--- config.mk ---
export PLATFORM = sky130hd
export DESIGN_NAME = dtr_isqrt
export DESIGN_NICKNAME = d
export VERILOG_FILES = /design/src/design/dtr_pkg.sv /design/src/design/dtr_isqrt.sv
export SDC_FILE = /design/constraint.sdc
export NUM_CORES = 2
export LEC_CHECK = 0
export CORE_MARGIN = 1
export CORE_UTILIZATION = 35
export DETAILED_ROUTE_END_ITERATION = 10
export DONT_BUFFER_PORTS = 1
export GPL_TIMING_DRIVEN = 0
export HOLD_SLACK_MARGIN = 0.03
export PLACE_DENSITY = 0.49
export REMOVE_ABC_BUFFERS = 1
export SETUP_SLACK_MARGIN = 0.15
export SLEW_MARGIN = 30
export SYNTH_ARGS = -nofsm -noshare
export SYNTH_HDL_FRONTEND = slang
export SYNTH_SLANG_ARGS = --single-unit
--- constraint.sdc ---
create_clock -name clock -period 6.5 [get_ports clock]
set_input_delay 0.325 -clock clock [delete_from_list [all_inputs] [get_ports clock]]
set_output_delay 0.325 -clock clock [all_outputs]
set_load 0.01 [all_outputs]
--- src/design/dtr_pkg.sv ---
package dtr_pkg;

   // table size unless overridden at the top level
   localparam int TABLE_DEPTH_DEFAULT = 256;

   // entries searched after reset
   localparam logic [8:0] ENTRIES_RESET = 9'd256;

   // pipeline lengths of the arithmetic units
   localparam int ISQ_LAT = 16;
   localparam int DIV_LAT = 21;

   // command codes
   localparam logic CMD_LOAD    = 1'b0;
   localparam logic CMD_CONVERT = 1'b1;

   // error codes
   localparam logic [1:0] ERR_OK   = 2'd0;
   localparam logic [1:0] ERR_FLAT = 2'd1;
   localparam logic [1:0] ERR_FEW  = 2'd2;

   // signed Q12.24 limits
   localparam logic signed [35:0] RED_MAX = 36'sh7_FFFF_FFFF;
   localparam logic signed [35:0] RED_MIN = 36'sh8_0000_0000;

   typedef struct packed {
      logic               cmd;
      logic [7:0]         entry_index;
      logic [31:0]        entry_distance;
      logic [31:0]        entry_redshift;
      logic signed [31:0] x_position;
      logic signed [31:0] y_position;
      logic signed [31:0] z_position;
      logic signed [35:0] acc_in;
   } req_payload_type;

   typedef struct packed {
      logic signed [35:0] redshift;
      logic signed [35:0] acc_out;
      logic [31:0]        distance;
      logic [1:0]         error_code;
   } rsp_payload_type;

endpackage

--- src/design/dtr_isqrt.sv ---
// Floor square root of a 64-bit value, two result bits per stage.
module dtr_isqrt (
   input  logic        clock,
   input  logic        enable,
   input  logic [63:0] radicand,
   output logic [31:0] root
);

   localparam int STAGES = dtr_pkg::ISQ_LAT;

   typedef struct packed {
      logic [32:0] rem;
      logic [31:0] root;
   } isq_type;

   isq_type     st_ff   [STAGES];
   logic [63:0] rest_ff [STAGES];

   // one digit: bring down a bit pair, try root*4+1
   function automatic isq_type isq_step(isq_type cur, logic [1:0] pair);
      isq_type     nxt;
      logic [34:0] part;
      logic [34:0] trial;
      part  = {cur.rem, pair};
      trial = {1'b0, cur.root, 2'b01};
      if (part >= trial) begin
         nxt.rem  = 33'(part - trial);
         nxt.root = {cur.root[30:0], 1'b1};
      end else begin
         nxt.rem  = part[32:0];
         nxt.root = {cur.root[30:0], 1'b0};
      end
      return nxt;
   endfunction

   for (genvar j = 0; j < STAGES; j++) begin : g_stage
      isq_type     src;
      logic [63:0] bits;
      isq_type     st_in;

      if (j == 0) begin : g_first
         assign src  = '0;
         assign bits = radicand;
      end else begin : g_next
         assign src  = st_ff[j-1];
         assign bits = rest_ff[j-1];
      end

      assign st_in = isq_step(isq_step(src, bits[63:62]), bits[61:60]);

      always_ff @(posedge clock) begin
         if (enable) begin
            st_ff[j]   <= st_in;
            rest_ff[j] <= {bits[59:0], 4'b0};
         end
      end
   end

   assign root = st_ff[STAGES-1].root;

endmodule

# --- Word-level counts from Yosys, hierarchy flattened ---
# Memories as Yosys holds them, arrays and structs flattened.
# Cells that the tools add are included.
totals:
  register_bits: 0
  ram_bits: 2000
  inputBits: 66
  out_inout_bits: 32
  wordCells: 100
  n_memories: 2
classes:
  add_sub_neg: 32
  order_cmp: 32
  n_mux: 34
mem_list:
  columns: ["name", "depth", "word_bits", "rd", "rd_ports_with_merged_regs", "write_ports", "line_no", "source"]
  rows:
  - ["st_ff", 16, 65, 16, 0, 16, "dtr_isqrt.sv:16", "isq_type st_ff [STAGES];"]
  - ["rest_ff", 16, 60, 15, 0, 16, "dtr_isqrt.sv:17", "logic [63:0] rest_ff [STAGES];"]
ops:
  columns: ["cell", "n"]
  rows:
  - ["$mux 65", 32]
  - ["$ge 35x34->1", 31]
  - ["$sub 33x33->33", 31]
  - ["$sub 2x1->3 const B", 1]
  - ["$ge 2x1->1 const B", 1]
  - ["$mux 1", 2]

# --- Depth between registers and ports, before layout ---
# An unclocked memory read counts as a cell.
logic_depth:
  word_depth: 5
  ltp_mapped: 30
  mapped_depth_nobuf: 26

# --- Least setup slack after synthesis ---
# No wires, ideal clock.
synth_timing:
  path_kind: "reg-to-reg"
  start: "mem st_ff[1][307] (netlist bit)"
  end: "mem st_ff[1][385] (netlist bit), data pin"
  setup_ps: 260
  t_arrival_ps: 5890
  required_time_ps: 6240
  setup_slack_ps: 351
  path_stages_with_launch: 25
  n_path_buf: 3
  period_less_slack_ps: 6149
  cell_sequence: "edfxtp_1 -> ha_1 -> and3_1 -> nor4b_1 -> nor3b_1 -> o21ai_0 -> nand2_1 -> clkbuf_1 -> nor2_1 -> a21oi_1 -> ha_1 -> and4_1 -> clkbuf_1 -> a31o_2 -> a21oi_1 -> o21bai_1 -> a311oi_1 -> a21oi_1 -> o21ai_1 -> a31oi_1 -> or4_1 -> a211oi_2 -> inv_2 -> clkbuf_1 -> mux2_2"
synth_lines:
  columns: ["element", "line_no"]
  rows:
  - ["start, declared", "dtr_isqrt.sv:16"]

==> run metrics <==
antenna violations before repair=5; most numerous cell in the Yosys netlist=edfxtp_1; Setup WS post-layout=0.353 ns; status=finished clean; CTS max path bufs=3; switching share of power=38.5%; Num CTS Buffers=155; DR vias=61100; Clk pin slew, worst setup/hold paths=0.06 ns; headroom to the max-slew limit=30.2%; Yosys Warn Count=0; sequential cell area fraction in the yosys report=45.7%; CTS tree=built; post-synth top area cell=edfxtp_1; vias in the first global route=58600; dpl hpwl=164000 µm; Crit path arrival time=6.68 ns; die width=481 µm; Fin Clk Skew=0.0439 ns; Power Internal=0.0233 W; Final Max Slew Viols=0; Critical Path Start Type=register; critical path class=reg -> reg; max_cap viols=0; Hold Path Class=in -> reg; Final Hold Fails=0; Max stage delay on crit path=0.53 ns; top cells by area, synth=edfxtp_1 46%, ha_1 8.7%, xnor2_1 5.6%; Area Growth Syn to Fin=14.8%; register share of total power=30.9%; Die Y=481 µm; routability cong.=0.873; latest clock arrival within the worst-skew pair=0.81 ns; layout cells sized above 1=10.2%; Tcrit/Tclk final=94.6%; first-pass GRT wire length=340000 µm; residual DRC count=0; Req. time, crit path=7.03 ns; CP Buf/Inv Count=4; Unique masters post-synth=104; peak supply drop=0.309 mV; Total GRT Usage=18.6%; Static Leakage=35.6 nW; FF+latch count, synth=1225; Combinational Power Share=45.2%; worst slack at placement=-2.80 ns; die area=232000 µm²; Synth Cell Area=80500 µm²; Mapped Cells=7983; Wirelength per Cell=19.7 µm; Total Nets Final=8781; total grt overflow=0; Initial Util=35.3%; Yosys top cell area share=45.7%; Crit Path Max Fanout=35; Fmax=0.163 GHz; largest net degree at the start of global routing=213; via density per instance=5.41; Root Buffer=clkbuf_16; syn avg cell area=10.1 µm²; antenna violation net count after detailed routing=0; Top FF cell, synth=edfxtp_1; critical path's slowest cell=or4_4; 1st-iter DRT viols=4421; critical path capture point type=register; Core Footprint=228000 µm²; RSZ-0062 raised after global routing=true; Rows=175; clock sink count=1225; I/O pin count=98; NetSw=0.0146 W; Power Density=409 nW/µm²; Total Wirelength=223000 µm; clock power share=23.8%; Slew @ Worst Pin=1.04 ns; number of flops mapped to enable cells by yosys=1225; Final min period=6.15 ns; share of synthesized registers carrying an async set or reset=0%; crit-path leading delay family=compound AO/OA/AOI/OAI gates; port bufs=0; DRT Pass-1 Iters=6; hold_ws=0.134 ns; endpoints failing setup=0; synth cell count leaders=1225 x edfxtp_1, 676 x nor2_1, 647 x a21oi_1, 630 x nand2_1, 557 x ha_1; final core occ=40.5%; CTS H-tree lvls=4
per-stage QoR:
stage / TNS [ns] / total power (W) / area, µm² / std cells
floorplan: -186.55 / 0.0237 / 79600 / 7757
global placement: -1133.70 / 0.0278 / 83300 / 10800
detailed placement: -415.91 / 0.0280 / 83900 / 10800
CTS: 0 / 0.0377 / 91100 / 11200
global route: 0 / 0.0404 / 92400 / 11300
finish: 0 / 0.0378 / 92400 / 11300
cell type report:
type                            count  area, µm²
Fill cell                       22100     136000
Multi-Input combinational cell   6059      42400
Sequential cell                  1225      36800
Clock buffer                      176       4040
Tap cell                         3009       3760
Timing Repair Buffer              225       2150
Inverter                          487       1920
Clock inverter                    106       1330
Timing Repair inverter              5       32.5
Antenna cell                        3       7.51
power by group through the flow:
stage                     registers (W)  logic (W)  clock network, W
final                            0.0117     0.0171           0.00901
after global routing             0.0118     0.0189           0.00965
after CTS                        0.0117     0.0166           0.00938
after detailed placement         0.0118     0.0162                 0
after global placement           0.0119     0.0159                 0
after floorplan                  0.0113     0.0124                 0
layer usage:
metal / part of all wire, % / vias to the layer above / wire (µm) / GRT usage [%]
li1: - / 30100 / - / -
met1: 47 / 29400 / 104000 / 25.5
met2: 46 / 1308 / 103000 / 30.6
met3: 4.4 / 311 / 9740 / 2.59
met4: 2.7 / 0 / 6090 / 5.35
met5: 0 / - / 0 / 0
cells by family (layout without fill, tap and decap cells):
logic type               after synthesis  count (layout)  share of synthesized area (%)
multiplexers                         123             123                           1.69
XOR/XNOR                             750             750                           8.16
flip-flops                          1225            1225                           45.7
buffers and inverters                715             999                           3.41
other                                  1               6                        0.00466
adder cells (fa/ha/maj)              557             557                           8.66
AND/OR/NAND/NOR                     2592            2605                           16.2
AO/OA/AOI/OAI                       2020            2021                           16.1
registers in the layout (all words and copies together) (netlist names):
signal / count
st_ff: 745
rest_ff: 480
layout by cell type (no fill, tap or decap), drive strengths merged, types with 180 or more instances in the layout:
cell type,instances
xnor2,512
nand2,635
nor2,676
a21o,277
edfxtp,1225
o21ai,391
clkbuf,180
ha,557
inv,483
xor2,238
nor3,204
a21oi,647
nand3,182
worst reg2reg max path: cells and delay by family (launching register included):
kind | cells | cell delay, ns
DFF | 1 | 0.41
adders and majority gates | 2 | 0.67
AOI/OAI and AO/OA | 13 | 2.61
and+or+nand+nor | 5 | 1.10
buffers and inverters | 4 | 0.76
muxes | 1 | 0.33
what timing repair did:
| action | CTS | global route |
|---|---|---|
| gates cloned | 15 | 4 |
| endpoints found under the hold margin | 104 | 0 |
| hold buffers | 67 | 0 |
| pin swaps | 31 | 41 |
| gates resized for setup | 150 | 161 |
| setup buffers | 54 | 67 |
| endpoints found under the setup margin | 419 | 358 |
final timing paths:
kind                                startpoint              end  slack [ns]  cells past startpoint
worst max-delay path             st_ff[1][262]    st_ff[1][366]        0.35                     25
worst min-delay path              radicand[22]   rest_ff[0][22]        0.13                      1
worst max register to register   st_ff[1][262]    st_ff[1][366]        0.35                     25
worst min register to register  rest_ff[0][73]  rest_ff[0][137]        0.38                      0
(Power assumes the default switching activity.)
